## src/rtl/core/wpd_pkg.sv

```systemverilog
// shared types, codes and constants of the wave pcm stream decoder
package wpd_pkg;

	// parser phases
	typedef enum logic [2:0] {
		PH_IDLE,
		PH_HEADER,
		PH_CHUNK,
		PH_FMT,
		PH_SKIP,
		PH_DATA,
		PH_DONE,
		PH_ERROR
	} phase_t;

	// input word kinds
	localparam logic [1:0] KIND_BYTE  = 2'd0;
	localparam logic [1:0] KIND_START = 2'd1;
	localparam logic [1:0] KIND_END   = 2'd2;

	// result kinds
	localparam logic [1:0] RES_FRAME     = 2'd0;
	localparam logic [1:0] RES_FORMAT    = 2'd1;
	localparam logic [1:0] RES_ERROR     = 2'd2;
	localparam logic [1:0] RES_EARLY_END = 2'd3;

	// error codes
	localparam logic [1:0] ERR_NOT_WAV     = 2'd0;
	localparam logic [1:0] ERR_COMPRESSED  = 2'd1;
	localparam logic [1:0] ERR_NO_AUDIO    = 2'd2;
	localparam logic [1:0] ERR_UNSUPPORTED = 2'd3;

	// chunk tags, big-endian as they arrive, and fmt format tags
	localparam logic [31:0] TAG_RIFF = 32'h5249_4646;
	localparam logic [31:0] TAG_WAVE = 32'h5741_5645;
	localparam logic [31:0] TAG_FMT  = 32'h666D_7420;
	localparam logic [31:0] TAG_DATA = 32'h6461_7461;
	localparam logic [15:0] TAG_EXT  = 16'hFFFE;
	localparam logic [15:0] TAG_PCM  = 16'h0001;

	// header layout
	localparam int HDR_RIFF_LEN  = 4;
	localparam int HDR_LEN       = 12;
	localparam int CHUNK_HDR_LEN = 8;

	// fmt body layout
	localparam logic [5:0] FMT_TAKE      = 6'd40;
	localparam logic [5:0] FMT_TAG_LO    = 6'd0;
	localparam logic [5:0] FMT_TAG_HI    = 6'd1;
	localparam logic [5:0] FMT_CHAN_LO   = 6'd2;
	localparam logic [5:0] FMT_CHAN_HI   = 6'd3;
	localparam logic [5:0] FMT_RATE_0    = 6'd4;
	localparam logic [5:0] FMT_RATE_1    = 6'd5;
	localparam logic [5:0] FMT_RATE_2    = 6'd6;
	localparam logic [5:0] FMT_RATE_3    = 6'd7;
	localparam logic [5:0] FMT_BITS_LO   = 6'd14;
	localparam logic [5:0] FMT_BITS_HI   = 6'd15;
	localparam logic [5:0] FMT_EXT_LO    = 6'd24;
	localparam logic [5:0] FMT_EXT_HI    = 6'd25;
	localparam logic [31:0] FMT_EXT_MIN  = 32'd26;

	// accepted format range
	localparam logic [31:0] RATE_MIN  = 32'd8000;
	localparam logic [31:0] RATE_MAX  = 32'd48000;
	localparam logic [7:0]  U8_OFFSET = 8'h80;

	// input word
	typedef struct packed {
		logic [1:0] kind;
		logic [7:0] byte_value;
	} in_item_t;

	// result word
	typedef struct packed {
		logic [1:0]         result_kind;
		logic signed [15:0] left_sample;
		logic signed [15:0] right_sample;
		logic [1:0]         channels;
		logic [15:0]        sample_rate;
		logic [5:0]         sample_bits;
		logic [1:0]         error_code;
		logic               audio_done;
	} result_t;

	// frame buffer control from the parser
	typedef struct packed {
		logic       wr;
		logic [2:0] idx;
		logic [7:0] data;
		logic [2:0] bps;
		logic       stereo;
	} frame_ctl_t;

endpackage

```

## src/rtl/core/wpd_stream_if.sv

```systemverilog
// valid/ready stream channel carrying one word per handshake
interface wpd_stream_if #(
	parameter type payload_t = logic
) ();
	logic     valid;
	logic     ready;
	payload_t payload;

	modport source (output valid, output payload, input ready);
	modport sink   (input valid, input payload, output ready);
endinterface

```

## src/rtl/core/wpd_frame.sv

```systemverilog
// frame byte buffer and 16-bit sample conversion
module wpd_frame (
	input  logic                  clk,
	input  logic                  en,
	input  wpd_pkg::frame_ctl_t   ctl,
	output logic signed [15:0]    left_sample,
	output logic signed [15:0]    right_sample
);

	logic [7:0] fbuf_q [8];
	logic [7:0] eff [8];
	logic signed [15:0] left_c;
	logic signed [15:0] right_c;

	// byte store, no reset: only bytes of the current frame are read
	always_ff @(posedge clk) begin
		if (en && ctl.wr) begin
			fbuf_q[ctl.idx] <= ctl.data;
		end
	end

	// frame view with the incoming byte already in place
	always_comb begin
		for (int i = 0; i < 8; i++) begin
			eff[i] = (ctl.wr && (ctl.idx == 3'(i))) ? ctl.data : fbuf_q[i];
		end
	end

	// take the top two bytes of each sample, 8-bit samples re-centred
	always_comb begin
		left_c  = '0;
		right_c = '0;
		case (ctl.bps)
			3'd1: begin
				left_c  = {eff[0] ^ wpd_pkg::U8_OFFSET, 8'h00};
				right_c = {eff[1] ^ wpd_pkg::U8_OFFSET, 8'h00};
			end
			3'd2: begin
				left_c  = {eff[1], eff[0]};
				right_c = {eff[3], eff[2]};
			end
			3'd3: begin
				left_c  = {eff[2], eff[1]};
				right_c = {eff[5], eff[4]};
			end
			default: begin
				left_c  = {eff[3], eff[2]};
				right_c = {eff[7], eff[6]};
			end
		endcase
	end

	assign left_sample  = left_c;
	assign right_sample = ctl.stereo ? right_c : left_c;

endmodule

```

## src/rtl/core/wpd_parser.sv

```systemverilog
// riff/wave header and chunk parser with at most one result per input word
module wpd_parser (
	input  logic               clk,
	input  logic               arst_n,
	input  logic               en,
	input  wpd_pkg::in_item_t  item,
	output logic               res_valid,
	output wpd_pkg::result_t   res
);

	wpd_pkg::phase_t phase_q, phase_n;
	logic [32:0] count_q, count_n;
	logic [31:0] id_q, id_n;
	logic [31:0] len_q, len_n;
	logic [15:0] fmt_tag_q, fmt_tag_n;
	logic [15:0] ext_tag_q, ext_tag_n;
	logic [15:0] chan_q, chan_n;
	logic [31:0] rate_q, rate_n;
	logic [15:0] bits_q, bits_n;
	logic        fmt_seen_q, fmt_seen_n;
	logic [31:0] left_q, left_n;
	logic [2:0]  fbi_q, fbi_n;

	logic        is_byte, is_start, is_end;
	logic [7:0]  b;
	logic [32:0] count_inc;
	logic [31:0] id_shift;
	logic [31:0] len_merge;
	logic        chunk_last;
	logic [32:0] skip_len;

	logic [15:0] fmt_tag_f, ext_tag_f, chan_f, bits_f;
	logic [31:0] rate_f;
	logic [5:0]  take;
	logic        fmt_last;
	logic        fmt_pcm;
	logic [32:0] fmt_rest;
	logic        fmt_ok;

	logic [2:0]  bps;
	logic        stereo;
	logic [3:0]  frame_len;
	logic [3:0]  fbi_inc;
	logic        frame_more;
	logic [31:0] left_dec;
	logic        data_last;

	logic        fail;
	logic [1:0]  fail_code;
	logic        give_fmt, give_frame, give_end;

	wpd_pkg::frame_ctl_t frame_ctl;
	logic signed [15:0]  left_s, right_s;

	// input decode
	assign is_byte  = (item.kind == wpd_pkg::KIND_BYTE);
	assign is_start = (item.kind == wpd_pkg::KIND_START);
	assign is_end   = (item.kind == wpd_pkg::KIND_END);
	assign b        = item.byte_value;

	// header and chunk header assembly
	assign count_inc  = count_q + 33'd1;
	assign id_shift   = {id_q[23:0], b};
	assign len_merge  = len_q | ({24'd0, b} << {count_q[1:0], 3'b000});
	assign chunk_last = (count_inc == 33'(wpd_pkg::CHUNK_HDR_LEN));
	assign skip_len   = {1'b0, len_merge} + {32'd0, len_merge[0]};

	// fmt field capture at fixed byte offsets
	always_comb begin
		fmt_tag_f = fmt_tag_q;
		ext_tag_f = ext_tag_q;
		chan_f    = chan_q;
		rate_f    = rate_q;
		bits_f    = bits_q;
		case (count_q[5:0])
			wpd_pkg::FMT_TAG_LO:  fmt_tag_f = {8'd0, b};
			wpd_pkg::FMT_TAG_HI:  fmt_tag_f = {b, fmt_tag_q[7:0]};
			wpd_pkg::FMT_CHAN_LO: chan_f    = {8'd0, b};
			wpd_pkg::FMT_CHAN_HI: chan_f    = {b, chan_q[7:0]};
			wpd_pkg::FMT_RATE_0,
			wpd_pkg::FMT_RATE_1,
			wpd_pkg::FMT_RATE_2,
			wpd_pkg::FMT_RATE_3:  rate_f    = rate_q | ({24'd0, b} << {count_q[1:0], 3'b000});
			wpd_pkg::FMT_BITS_LO: bits_f    = {8'd0, b};
			wpd_pkg::FMT_BITS_HI: bits_f    = {b, bits_q[7:0]};
			wpd_pkg::FMT_EXT_LO:  ext_tag_f = {8'd0, b};
			wpd_pkg::FMT_EXT_HI:  ext_tag_f = {b, ext_tag_q[7:0]};
			default: ;
		endcase
	end

	// end of fmt body and pcm check
	assign take     = (len_q < {26'd0, wpd_pkg::FMT_TAKE}) ? len_q[5:0] : wpd_pkg::FMT_TAKE;
	assign fmt_last = (count_inc[5:0] == take);
	assign fmt_pcm  = (((fmt_tag_f == wpd_pkg::TAG_EXT) && (len_q >= wpd_pkg::FMT_EXT_MIN))
	                   ? ext_tag_f : fmt_tag_f) == wpd_pkg::TAG_PCM;
	assign fmt_rest = {1'b0, len_q - {26'd0, take}} + {32'd0, len_q[0]};

	// format check for the data chunk
	assign fmt_ok = ((chan_q == 16'd1) || (chan_q == 16'd2)) &&
	                (rate_q >= wpd_pkg::RATE_MIN) && (rate_q <= wpd_pkg::RATE_MAX) &&
	                ((bits_q == 16'd8) || (bits_q == 16'd16) ||
	                 (bits_q == 16'd24) || (bits_q == 16'd32));

	// frame progress
	assign bps        = bits_q[5:3];
	assign stereo     = chan_q[1];
	assign frame_len  = stereo ? {bps, 1'b0} : {1'b0, bps};
	assign fbi_inc    = {1'b0, fbi_q} + 4'd1;
	assign frame_more = (fbi_inc < frame_len);
	assign left_dec   = left_q - 32'd1;
	assign data_last  = (left_dec == 32'd0);

	// decisions for this word
	always_comb begin
		fail       = 1'b0;
		fail_code  = wpd_pkg::ERR_NOT_WAV;
		give_fmt   = 1'b0;
		give_frame = 1'b0;
		give_end   = 1'b0;
		if (is_byte) begin
			case (phase_q)
				wpd_pkg::PH_HEADER: begin
					if ((count_inc == 33'(wpd_pkg::HDR_RIFF_LEN)) &&
					    (id_shift != wpd_pkg::TAG_RIFF)) begin
						fail = 1'b1;
					end else if ((count_inc == 33'(wpd_pkg::HDR_LEN)) &&
					             (id_shift != wpd_pkg::TAG_WAVE)) begin
						fail = 1'b1;
					end
				end
				wpd_pkg::PH_CHUNK: begin
					if (chunk_last) begin
						if (id_q == wpd_pkg::TAG_FMT) begin
							// an empty fmt chunk leaves a zero tag
							if (len_merge == 32'd0) begin
								fail      = 1'b1;
								fail_code = wpd_pkg::ERR_COMPRESSED;
							end
						end else if (id_q == wpd_pkg::TAG_DATA) begin
							if (!fmt_seen_q) begin
								fail      = 1'b1;
								fail_code = wpd_pkg::ERR_NO_AUDIO;
							end else if (!fmt_ok) begin
								fail      = 1'b1;
								fail_code = wpd_pkg::ERR_UNSUPPORTED;
							end else begin
								give_fmt = 1'b1;
							end
						end
					end
				end
				wpd_pkg::PH_FMT: begin
					if (fmt_last && !fmt_pcm) begin
						fail      = 1'b1;
						fail_code = wpd_pkg::ERR_COMPRESSED;
					end
				end
				wpd_pkg::PH_DATA: begin
					give_frame = !frame_more;
				end
				default: ;
			endcase
		end else if (is_end) begin
			case (phase_q)
				wpd_pkg::PH_HEADER: begin
					fail = 1'b1;
				end
				wpd_pkg::PH_CHUNK, wpd_pkg::PH_FMT, wpd_pkg::PH_SKIP: begin
					fail      = 1'b1;
					fail_code = wpd_pkg::ERR_NO_AUDIO;
				end
				wpd_pkg::PH_DATA: begin
					give_end = 1'b1;
				end
				default: ;
			endcase
		end
	end

	// next state
	always_comb begin
		phase_n    = phase_q;
		count_n    = count_q;
		id_n       = id_q;
		len_n      = len_q;
		fmt_tag_n  = fmt_tag_q;
		ext_tag_n  = ext_tag_q;
		chan_n     = chan_q;
		rate_n     = rate_q;
		bits_n     = bits_q;
		fmt_seen_n = fmt_seen_q;
		left_n     = left_q;
		fbi_n      = fbi_q;
		if (is_start) begin
			phase_n    = wpd_pkg::PH_HEADER;
			count_n    = '0;
			id_n       = '0;
			len_n      = '0;
			fmt_tag_n  = '0;
			ext_tag_n  = '0;
			chan_n     = '0;
			rate_n     = '0;
			bits_n     = '0;
			fmt_seen_n = 1'b0;
			left_n     = '0;
			fbi_n      = '0;
		end else if (fail) begin
			phase_n = wpd_pkg::PH_ERROR;
		end else if (is_byte) begin
			case (phase_q)
				wpd_pkg::PH_HEADER: begin
					id_n    = id_shift;
					count_n = count_inc;
					if (count_inc == 33'(wpd_pkg::HDR_LEN)) begin
						phase_n = wpd_pkg::PH_CHUNK;
						count_n = '0;
						id_n    = '0;
						len_n   = '0;
					end
				end
				wpd_pkg::PH_CHUNK: begin
					if (!count_q[2]) begin
						id_n = id_shift;
					end else begin
						len_n = len_merge;
					end
					count_n = count_inc;
					if (chunk_last) begin
						count_n = '0;
						if (id_q == wpd_pkg::TAG_FMT) begin
							fmt_tag_n = '0;
							ext_tag_n = '0;
							chan_n    = '0;
							rate_n    = '0;
							bits_n    = '0;
							phase_n   = wpd_pkg::PH_FMT;
						end else if (id_q == wpd_pkg::TAG_DATA) begin
							left_n  = len_merge;
							fbi_n   = '0;
							phase_n = (len_merge == 32'd0) ? wpd_pkg::PH_DONE
							                               : wpd_pkg::PH_DATA;
						end else begin
							// unknown chunk: skip body and pad byte
							count_n = skip_len;
							if (skip_len == 33'd0) begin
								id_n    = '0;
								len_n   = '0;
								phase_n = wpd_pkg::PH_CHUNK;
							end else begin
								phase_n = wpd_pkg::PH_SKIP;
							end
						end
					end
				end
				wpd_pkg::PH_FMT: begin
					fmt_tag_n = fmt_tag_f;
					ext_tag_n = ext_tag_f;
					chan_n    = chan_f;
					rate_n    = rate_f;
					bits_n    = bits_f;
					count_n   = count_inc;
					if (fmt_last) begin
						fmt_seen_n = 1'b1;
						count_n    = fmt_rest;
						if (fmt_rest == 33'd0) begin
							id_n    = '0;
							len_n   = '0;
							phase_n = wpd_pkg::PH_CHUNK;
						end else begin
							phase_n = wpd_pkg::PH_SKIP;
						end
					end
				end
				wpd_pkg::PH_SKIP: begin
					count_n = count_q - 33'd1;
					if (count_q == 33'd1) begin
						id_n    = '0;
						len_n   = '0;
						phase_n = wpd_pkg::PH_CHUNK;
					end
				end
				wpd_pkg::PH_DATA: begin
					left_n = left_dec;
					fbi_n  = frame_more ? fbi_inc[2:0] : 3'd0;
					if (data_last) begin
						phase_n = wpd_pkg::PH_DONE;
					end
				end
				default: ;
			endcase
		end else if (is_end && (phase_q == wpd_pkg::PH_DATA)) begin
			phase_n = wpd_pkg::PH_DONE;
			fbi_n   = '0;
		end
	end

	// result word
	always_comb begin
		res       = '0;
		res_valid = fail || give_fmt || give_frame || give_end;
		if (fail) begin
			res.result_kind = wpd_pkg::RES_ERROR;
			res.error_code  = fail_code;
		end else if (give_fmt) begin
			res.result_kind = wpd_pkg::RES_FORMAT;
			res.channels    = chan_q[1:0];
			res.sample_rate = rate_q[15:0];
			res.sample_bits = bits_q[5:0];
			res.audio_done  = (len_merge == 32'd0);
		end else if (give_frame) begin
			res.result_kind  = wpd_pkg::RES_FRAME;
			res.left_sample  = left_s;
			res.right_sample = right_s;
			res.audio_done   = data_last;
		end else if (give_end) begin
			res.result_kind = wpd_pkg::RES_EARLY_END;
		end
	end

	// frame buffer hookup
	assign frame_ctl.wr     = is_byte && (phase_q == wpd_pkg::PH_DATA);
	assign frame_ctl.idx    = fbi_q;
	assign frame_ctl.data   = b;
	assign frame_ctl.bps    = bps;
	assign frame_ctl.stereo = stereo;

	wpd_frame u_frame (
		.clk          (clk),
		.en           (en),
		.ctl          (frame_ctl),
		.left_sample  (left_s),
		.right_sample (right_s)
	);

	// parser state registers
	always_ff @(posedge clk or negedge arst_n) begin
		if (!arst_n) begin
			phase_q    <= wpd_pkg::PH_IDLE;
			count_q    <= '0;
			id_q       <= '0;
			len_q      <= '0;
			fmt_tag_q  <= '0;
			ext_tag_q  <= '0;
			chan_q     <= '0;
			rate_q     <= '0;
			bits_q     <= '0;
			fmt_seen_q <= 1'b0;
			left_q     <= '0;
			fbi_q      <= '0;
		end else if (en) begin
			phase_q    <= phase_n;
			count_q    <= count_n;
			id_q       <= id_n;
			len_q      <= len_n;
			fmt_tag_q  <= fmt_tag_n;
			ext_tag_q  <= ext_tag_n;
			chan_q     <= chan_n;
			rate_q     <= rate_n;
			bits_q     <= bits_n;
			fmt_seen_q <= fmt_seen_n;
			left_q     <= left_n;
			fbi_q      <= fbi_n;
		end
	end

endmodule

```

## src/rtl/core/wav_pcm_stream_decoder_top.sv

```systemverilog
// top level of the wave pcm stream decoder: input register, parser, result register
//
//   channel  direction  payload                      handshake
//   in_ch    sink       kind, byte_value             valid/ready
//   out_ch   source     result_kind .. audio_done    valid/ready
//
// one word is accepted every cycle unless a result waits; its result, if any,
// passes the input register, then the result register behind the parser.
// arst_n clears the parser to idle and empties both registers.
// while a result waits, one more word is taken into the input register; the
// input side then stalls until the result is taken.
module wav_pcm_stream_decoder_top (
	input  logic         clk,
	input  logic         arst_n,
	wpd_stream_if.sink   in_ch,
	wpd_stream_if.source out_ch
);

	logic               valid_s1;
	wpd_pkg::in_item_t  item_s1;
	logic               advance;
	logic               res_valid;
	wpd_pkg::result_t   res;
	logic               out_valid_q;
	wpd_pkg::result_t   result_q;

	// the parser moves when its result slot is free or being emptied
	assign advance     = valid_s1 && (!out_valid_q || out_ch.ready);
	assign in_ch.ready = !valid_s1 || advance;

	// input register
	always_ff @(posedge clk or negedge arst_n) begin
		if (!arst_n) begin
			valid_s1 <= 1'b0;
		end else if (in_ch.ready) begin
			valid_s1 <= in_ch.valid;
		end
	end

	always_ff @(posedge clk) begin
		if (in_ch.ready && in_ch.valid) begin
			item_s1 <= in_ch.payload;
		end
	end

	wpd_parser u_parser (
		.clk       (clk),
		.arst_n    (arst_n),
		.en        (advance),
		.item      (item_s1),
		.res_valid (res_valid),
		.res       (res)
	);

	// result register
	always_ff @(posedge clk or negedge arst_n) begin
		if (!arst_n) begin
			out_valid_q <= 1'b0;
		end else if (advance) begin
			out_valid_q <= res_valid;
		end else if (out_ch.ready) begin
			out_valid_q <= 1'b0;
		end
	end

	always_ff @(posedge clk) begin
		if (advance && res_valid) begin
			result_q <= res;
		end
	end

	assign out_ch.valid   = out_valid_q;
	assign out_ch.payload = result_q;

	// a format word carries a supported layout
	a_format_range: assert property (@(posedge clk) disable iff (!arst_n)
		(out_valid_q && (result_q.result_kind == wpd_pkg::RES_FORMAT)) |->
		((result_q.channels == 2'd1) || (result_q.channels == 2'd2)) &&
		(result_q.sample_rate >= 16'd8000) && (result_q.sample_rate <= 16'd48000) &&
		(result_q.error_code == wpd_pkg::ERR_NOT_WAV))
		else $error("format word outside supported layout");

	// format fields stay zero outside a format word
	a_format_only: assert property (@(posedge clk) disable iff (!arst_n)
		(out_valid_q && (result_q.result_kind != wpd_pkg::RES_FORMAT)) |->
		((result_q.channels == 2'd0) && (result_q.sample_rate == 16'd0) &&
		 (result_q.sample_bits == 6'd0)))
		else $error("format fields set outside a format word");

	// error words carry no samples and never end the audio
	a_error_clean: assert property (@(posedge clk) disable iff (!arst_n)
		(out_valid_q && (result_q.result_kind == wpd_pkg::RES_ERROR)) |->
		((result_q.left_sample == 16'sd0) && (result_q.right_sample == 16'sd0) &&
		 !result_q.audio_done))
		else $error("error word with sample data");

endmodule

```

## src/flat_wrapper.sv

```systemverilog
// flat-port wrapper written by rule: the top's interface ports become plain ports
module wav_pcm_stream_decoder_top_flat import wpd_pkg::*;
  (clk, arst_n, in_ch_valid, in_ch_payload, in_ch_ready, out_ch_valid, out_ch_payload, out_ch_ready);
  wpd_stream_if #(.payload_t(in_item_t)) in_ch_i ();
  wpd_stream_if #(.payload_t(result_t)) out_ch_i ();
  input  logic clk;
  input  logic arst_n;
  input wire logic [$bits(in_ch_i.valid)-1:0] in_ch_valid;
  input wire logic [$bits(in_ch_i.payload)-1:0] in_ch_payload;
  output wire logic [$bits(in_ch_i.ready)-1:0] in_ch_ready;
  output wire logic [$bits(out_ch_i.valid)-1:0] out_ch_valid;
  output wire logic [$bits(out_ch_i.payload)-1:0] out_ch_payload;
  input wire logic [$bits(out_ch_i.ready)-1:0] out_ch_ready;
  assign in_ch_i.valid = in_ch_valid;
  assign in_ch_i.payload = in_ch_payload;
  assign in_ch_ready = in_ch_i.ready;
  assign out_ch_valid = out_ch_i.valid;
  assign out_ch_payload = out_ch_i.payload;
  assign out_ch_i.ready = out_ch_ready;
  wav_pcm_stream_decoder_top u_core (.clk(clk), .arst_n(arst_n), .in_ch(in_ch_i), .out_ch(out_ch_i));
endmodule
```

## config.mk

```make
export PLATFORM = sky130hd
export DESIGN_NAME = wav_pcm_stream_decoder_top_flat
export DESIGN_NICKNAME = d
export VERILOG_FILES = /design/src/rtl/core/wpd_pkg.sv /design/src/rtl/core/wpd_stream_if.sv /design/src/rtl/core/wpd_frame.sv /design/src/rtl/core/wpd_parser.sv /design/src/rtl/core/wav_pcm_stream_decoder_top.sv /design/src/flat_wrapper.sv
export SDC_FILE = /design/constraint.sdc
export NUM_CORES = 1
export LEC_CHECK = 0
export BUFFER_PORTS_ARGS = -buffer_cell sky130_fd_sc_hd__buf_2
export CAP_MARGIN = 20
export CORE_MARGIN = 8
export CORE_UTILIZATION = 57
export DETAILED_ROUTE_END_ITERATION = 10
export PLACE_DENSITY = 0.74
export SLEW_MARGIN = 20
export SYNTH_ARGS = -nofsm -noshare
export SYNTH_HDL_FRONTEND = slang
export SYNTH_SLANG_ARGS = --single-unit
```

## constraint.sdc

```tcl
create_clock -name clk -period 18.3 [get_ports clk]
set_input_delay 4.575 -clock clk [delete_from_list [all_inputs] [get_ports clk]]
set_output_delay 4.575 -clock clk [all_outputs]
set_load 0.05 [all_outputs]
```

Word level (Yosys, flattened, before mapping). Memory sizes are Yosys's and may differ from the RTL's. Cells that the tools add are included.

Add/sub/neg operators: 7. Mux-type cells: 156. Reduce and logical (&&, ||, !) cells: 68. Shifts and indexed selects: 1. Bitwise logic cells: 6. Order comparisons: 5. Eq/ne operators: 71.

Operators by type and width (count): 32-bit two-way mux (33); 33-bit two-way mux (8); 16-bit two-way mux (16); 16-bit case mux with 2 select lines (8); 32-bit case mux with 4 select lines (2); 33-bit case mux with 4 select lines (1); 32-bit case mux with 2 select lines (2); 16-bit case mux with 3 select lines (2); 32-bit by 1-bit adder with 33-bit output (2); 33-bit by 4-bit equality test with 1-bit output (second input constant) (2); 33-bit zero test (2); 32-bit by 31-bit equality test with 1-bit output (second input constant) (2); 32-bit zero test (2); 8-bit two-way mux (8); 32-bit by 31-bit inequality test with 1-bit output (second input constant) (2); 32-bit OR (2); 3-bit two-way mux (21); 7-bit AND reduction (6); 1-bit two-way mux (37); 33-bit by 1-bit adder with 33-bit output (second input constant) (1); 33-bit by 1-bit equality test with 1-bit output (second input constant) (1); 33-bit by 3-bit equality test with 1-bit output (second input constant) (1); 33-bit by 1-bit subtractor with 33-bit output (second input constant) (1); 16-bit by 1-bit equality test with 1-bit output (second input constant) (2); 58 further kinds (150).

RAM bits: 64. Input port bits: 14. Output and inout port bits: 63. Register bits: 305. Memories kept: 1. Word-level logic and storage cells: 341.

Memories: u_core.u_parser.u_frame.fbuf_q (words 8, width 8, rd ports 8, clocked after memory_dff 0, wr ports 1, line wpd_frame.sv:10) `logic [7:0] fbuf_q [8];`.

Logic depth before layout (Yosys ltp).
Depth in word-level cells: 16. Mapped depth: 24. Gate-level depth less buffers: 17.

Cells and area by module. From an unflattened synthesis, not the netlist that was laid out.

Cell total of the unflattened synthesis: 2803. Area, all modules: 25206.7 um2.

By module, submodules not included: wpd_parser (cells an instance 2437, sequential area each 5805.6 um2, times used 1, area each 19244.7 um2); wpd_frame (cells an instance 285, sequential area each 1921.8 um2, times used 1, area each 3721.1 um2); wav_pcm_stream_decoder_top (cells an instance 81, sequential area each 2182.1 um2, times used 1, area each 2240.9 um2).

Least setup slack after synthesis. No wires, ideal clock.

Path kind: input -> output. Start point: input out_ch_ready. End point: output in_ch_ready. Required time: 13725 ps. Path slack: 8667 ps. Stages: 1. Arrival: 5058 ps. Buffers on the path: 0. Path through: nand3b_1.

Longest elaborated chain between the ends: 3.

RTL lines: start, declared (line flat_wrapper.sv:13) `input wire logic [$bits(out_ch_i.ready)-1:0] out_ch_ready;`; 1-bit logical OR (line wav_pcm_stream_decoder_top.sv:28) `assign advance = valid_s1 && (!out_valid_q || out_ch.ready);`; 1-bit logical AND (line wav_pcm_stream_decoder_top.sv:28); 1-bit logical OR (line wav_pcm_stream_decoder_top.sv:29) `assign in_ch.ready = !valid_s1 || advance;`; end, declared (line flat_wrapper.sv:10) `output wire logic [$bits(in_ch_i.ready)-1:0] in_ch_ready;`.

Every way passes these cells.

Final worst setup path. Same ends and word-level chain as after synthesis.

==> metrics <==
outcome finished, final reports clean; Worst Max-Slew Pin Slew 1.14 ns; clock share of power between 10% and 20%; synthesized area 25,200 µm²; Final GP Congestion 1.02; final hold vios 0; Final min period 9.67 ns; CORE AREA 43,900 µm²; die area approximately 51,000 µm²; Crit path arrival time around 5.1 ns; routed length on met3 about 8.8 mm; Crit Path Max Fanout 3; crit-path leading delay family buffers and inverters; DRT Pass-1 Iters 8; I/O pins 77; clk_lat worst skew 0.59 ns; Critical-path top delay cell buf_2; R2R setup slack 10.57 ns; async set or reset register ratio after synthesis 63.4%; final WL 92.8 mm; max_slew headroom 23.6%; Clock Path Buffers 3; Fmax 0.103 GHz; synth cell count leaders 324 x nor2_1, 265 x a21oi_1, 244 x nand2_1; Fill cells approximately 3,800; Final #Nets 2,935; height of the die 226 µm; sequential share of power between 20% and 30%; critical path class input port to primary output; PD cells 187 nW/µm²; Peak supply drop 0.000119 V; Initial Util 57.4%; hold_buf cts 0; first-pass GRT wire length 141 mm; Yosys top cell area share about 23%; initial antenna violation count 2; CTS tree done; DR DRC count 0; post-route antenna net violation count 0; Tcrit/Tclk final 52.8%; required time worst endpoint 13.73 ns; Post-CTS Setup Inserts 0; Buf/Inv on CP 2; Sw Share 51.5%; post-synthesis register bit count about 370; worst hold start u_core.u_parser.ext_tag_q[8]; syn avg cell area approximately 8.5 µm²; Reg area 9910 µm²; crit path cell chain buf_2, nand3b_1, buf_2; Synth area leaders dfrtp_1 23%, edfxtp_1 16%, a21oi_1 5.3%; Yosys top cell by area dfrtp_1; crit path launch type input port; Setup Skew 0.0242 ns; Comb power frac 57.3%; worst reg2reg endpoint u_core.u_parser.len_q[27]; Hold Crit Endpoint u_core.u_parser.ext_tag_q[8]; footprint of the multi-input gates 14,300 µm²; FF-to-FF path depth 16; leak pwr 10.8 nW; Yosys warning total 0; die width approximately 230 µm; number of enable flip-flop cells after synthesis 135; reg2reg start u_core.u_parser.len_q[27]; internal power 2.49 mW; DP HPWL 65.1 mm; proportion of layout cells with a drive suffix above 1 11.1%; CP Capture Type primary output; CTS buffer count 42; grt ovf 0; most frequent cell on the critical path buf_2; Top Metal Used met4; Synth Flop Type dfrtp_1; WHS Path Cells 1; via count 24,700; Final Setup Violations 0; Net Sw Power 2.64 mW; Total Power a little over 5 mW; Yosys cell types 93; Initial DRC Count approximately 3,400; largest net degree at the start of global routing slightly above 100; metal1 wirelength 37.3 mm; H-tree levels 2; Mapped Cells 2,959; CTS root buf clkbuf_16; vias in the first global route 23,100; Min-Delay Path Class flip-flop to flip-flop; Core Rows just under 80; Max Cap Violations 0; post_cts resized 0; IO Port Bufs between 70 and 80; Reg clk slew, reported paths 0.06 ns; sequential area share after synthesis between 30% and 40%; GRT Total Usage 35.4%; setup TNS 0 ns; clk sinks 369; setup repair after global routing missed its margin no; area delta synth->final 8.56%; routed vias/inst roughly 7; wire per inst approximately 26 µm; WL met2 40.9 mm; Pins Over Slew Limit 0; crit-path max cell delay 0.24 ns; most common cell in the netlist nor2_1
==> how the worst max path moves through the flow <==
stage | start | end | slack [ns] | cells after the start
after floorplan | out_ch_ready | in_ch_ready | 8.67 | 1
after global placement | out_ch_ready | in_ch_ready | 8.61 | 3
after detailed placement | out_ch_ready | in_ch_ready | 8.63 | 3
after CTS | out_ch_ready | in_ch_ready | 8.63 | 3
after global routing | out_ch_ready | in_ch_ready | 8.61 | 3
final | out_ch_ready | in_ch_ready | 8.63 | 3
==> sequential cells by signal (all words and copies together) (netlist names) <==
register,cells
u_core.u_parser.u_frame.fbuf_q,64
u_core.out_ch.payload,61
u_core.u_parser.count_q,33
u_core.u_parser.id_q,32
u_core.u_parser.left_q,32
u_core.u_parser.len_q,32
u_core.u_parser.rate_q,32
u_core.u_parser.bits_q,16
u_core.u_parser.chan_q,16
u_core.u_parser.ext_tag_q,16
u_core.u_parser.fmt_tag_q,16
u_core.item_s1,10
u_core.u_parser.fbi_q,3
u_core.u_parser.phase_q,3
u_core.out_ch.valid,1
u_core.u_parser.fmt_seen_q,1
u_core.valid_s1,1
==> power by group through the flow <==
stage,sequential [mW],combinational [mW],clock [mW]
6_report,1.31,2.94,0.873
2_1_floorplan,1.23,2.01,0
3_5_place_dp,1.31,2.82,0
3_3_place_gp,1.30,2.80,0
4_1_cts,1.30,2.84,0.880
5_1_grt,1.34,3.12,0.907
==> cell families after synthesis <==
| group | Yosys count | share of synthesized area (%) |
|---|---|---|
| multiplexers | 100 | 4.25 |
| AND/OR/NAND/NOR | 1097 | 21.7 |
| AO/OA/AOI/OAI | 922 | 23.9 |
| adder cells (fa/ha/maj) | 21 | 1.04 |
| flip-flops | 369 | 39.3 |
| buffers and inverters | 300 | 4.60 |
| XOR/XNOR | 148 | 5.14 |
| other | 2 | 0.0298 |
==> worst reg2reg max path, delay by kind of cell, from the launching register on <==
family / cells / cell delay, ns
and+or+nand+nor: 9 / 4.76
AOI/OAI and AO/OA: 5 / 1.92
adders and majority gates: 1 / 0.33
DFF: 1 / 0.50
xor gates and xnor gates: 1 / 0.17
==> layer usage <==
layer,GRT usage (%),vias up
li1,-,10900
met1,46.9,12000
met2,54.0,1524
met3,6.52,324
met4,20.3,0
met5,0,-
==> layout make-up <==
type	instances	area share, %
Clock inverter	18	0.740
Sequential cell	369	36.2
Clock buffer	56	4.40
Multi-Input combinational cell	2292	52.1
Tap cell	592	2.70
Inverter	61	0.836
Antenna cell	2	0.0183
Timing Repair Buffer	134	3.03
==> stage by stage <==
| stage | utilization [%] | setup WS, ns | cell area, µm² | cells | hold WS [ns] |
|---|---|---|---|---|---|
| 4_1_cts | 62.3 | 8.63 | 27400 | 3522 | 0.497 |
| 3_3_place_gp | 59.1 | 8.61 | 26000 | 3448 | 0.475 |
| 5_1_grt | 62.4 | 8.61 | 27400 | 3523 | 0.508 |
| 3_5_place_dp | 59.1 | 8.63 | 26000 | 3448 | 0.480 |
| 6_report | 62.4 | 8.63 | 27400 | 3524 | 0.497 |
| 2_1_floorplan | - | 8.67 | 25200 | 2961 | 0.458 |
==> cell usage in the layout, fill, tap and decap left out, types with 18 or more instances in the layout <==
| cell type | n |
|---|---|
| a211oi_1 | 37 |
| a21o_1 | 21 |
| a21oi_1 | 263 |
| a22o_1 | 68 |
| a31oi_1 | 36 |
| a32o_1 | 30 |
| and2_1 | 47 |
| and3_1 | 38 |
| and4_1 | 18 |
| buf_2 | 75 |
| buf_4 | 57 |
| clkbuf_16 | 43 |
| dfrtp_1 | 233 |
| edfxtp_1 | 135 |
| ha_1 | 21 |
| inv_1 | 57 |
| mux2_2 | 58 |
| mux2i_1 | 42 |
| nand2_1 | 244 |
| nand2b_1 | 19 |
| nand3_1 | 88 |
| nand4_1 | 35 |
| nor2_1 | 321 |
| nor3_1 | 86 |
| nor4_1 | 55 |
| o211ai_1 | 27 |
| o21ai_0 | 198 |
| o221ai_1 | 20 |
| o22ai_1 | 33 |
| o31ai_1 | 24 |
| or3_1 | 32 |
| xnor2_1 | 92 |
| xor2_1 | 56 |
Note: power is estimated with default switching activity, not from simulation.
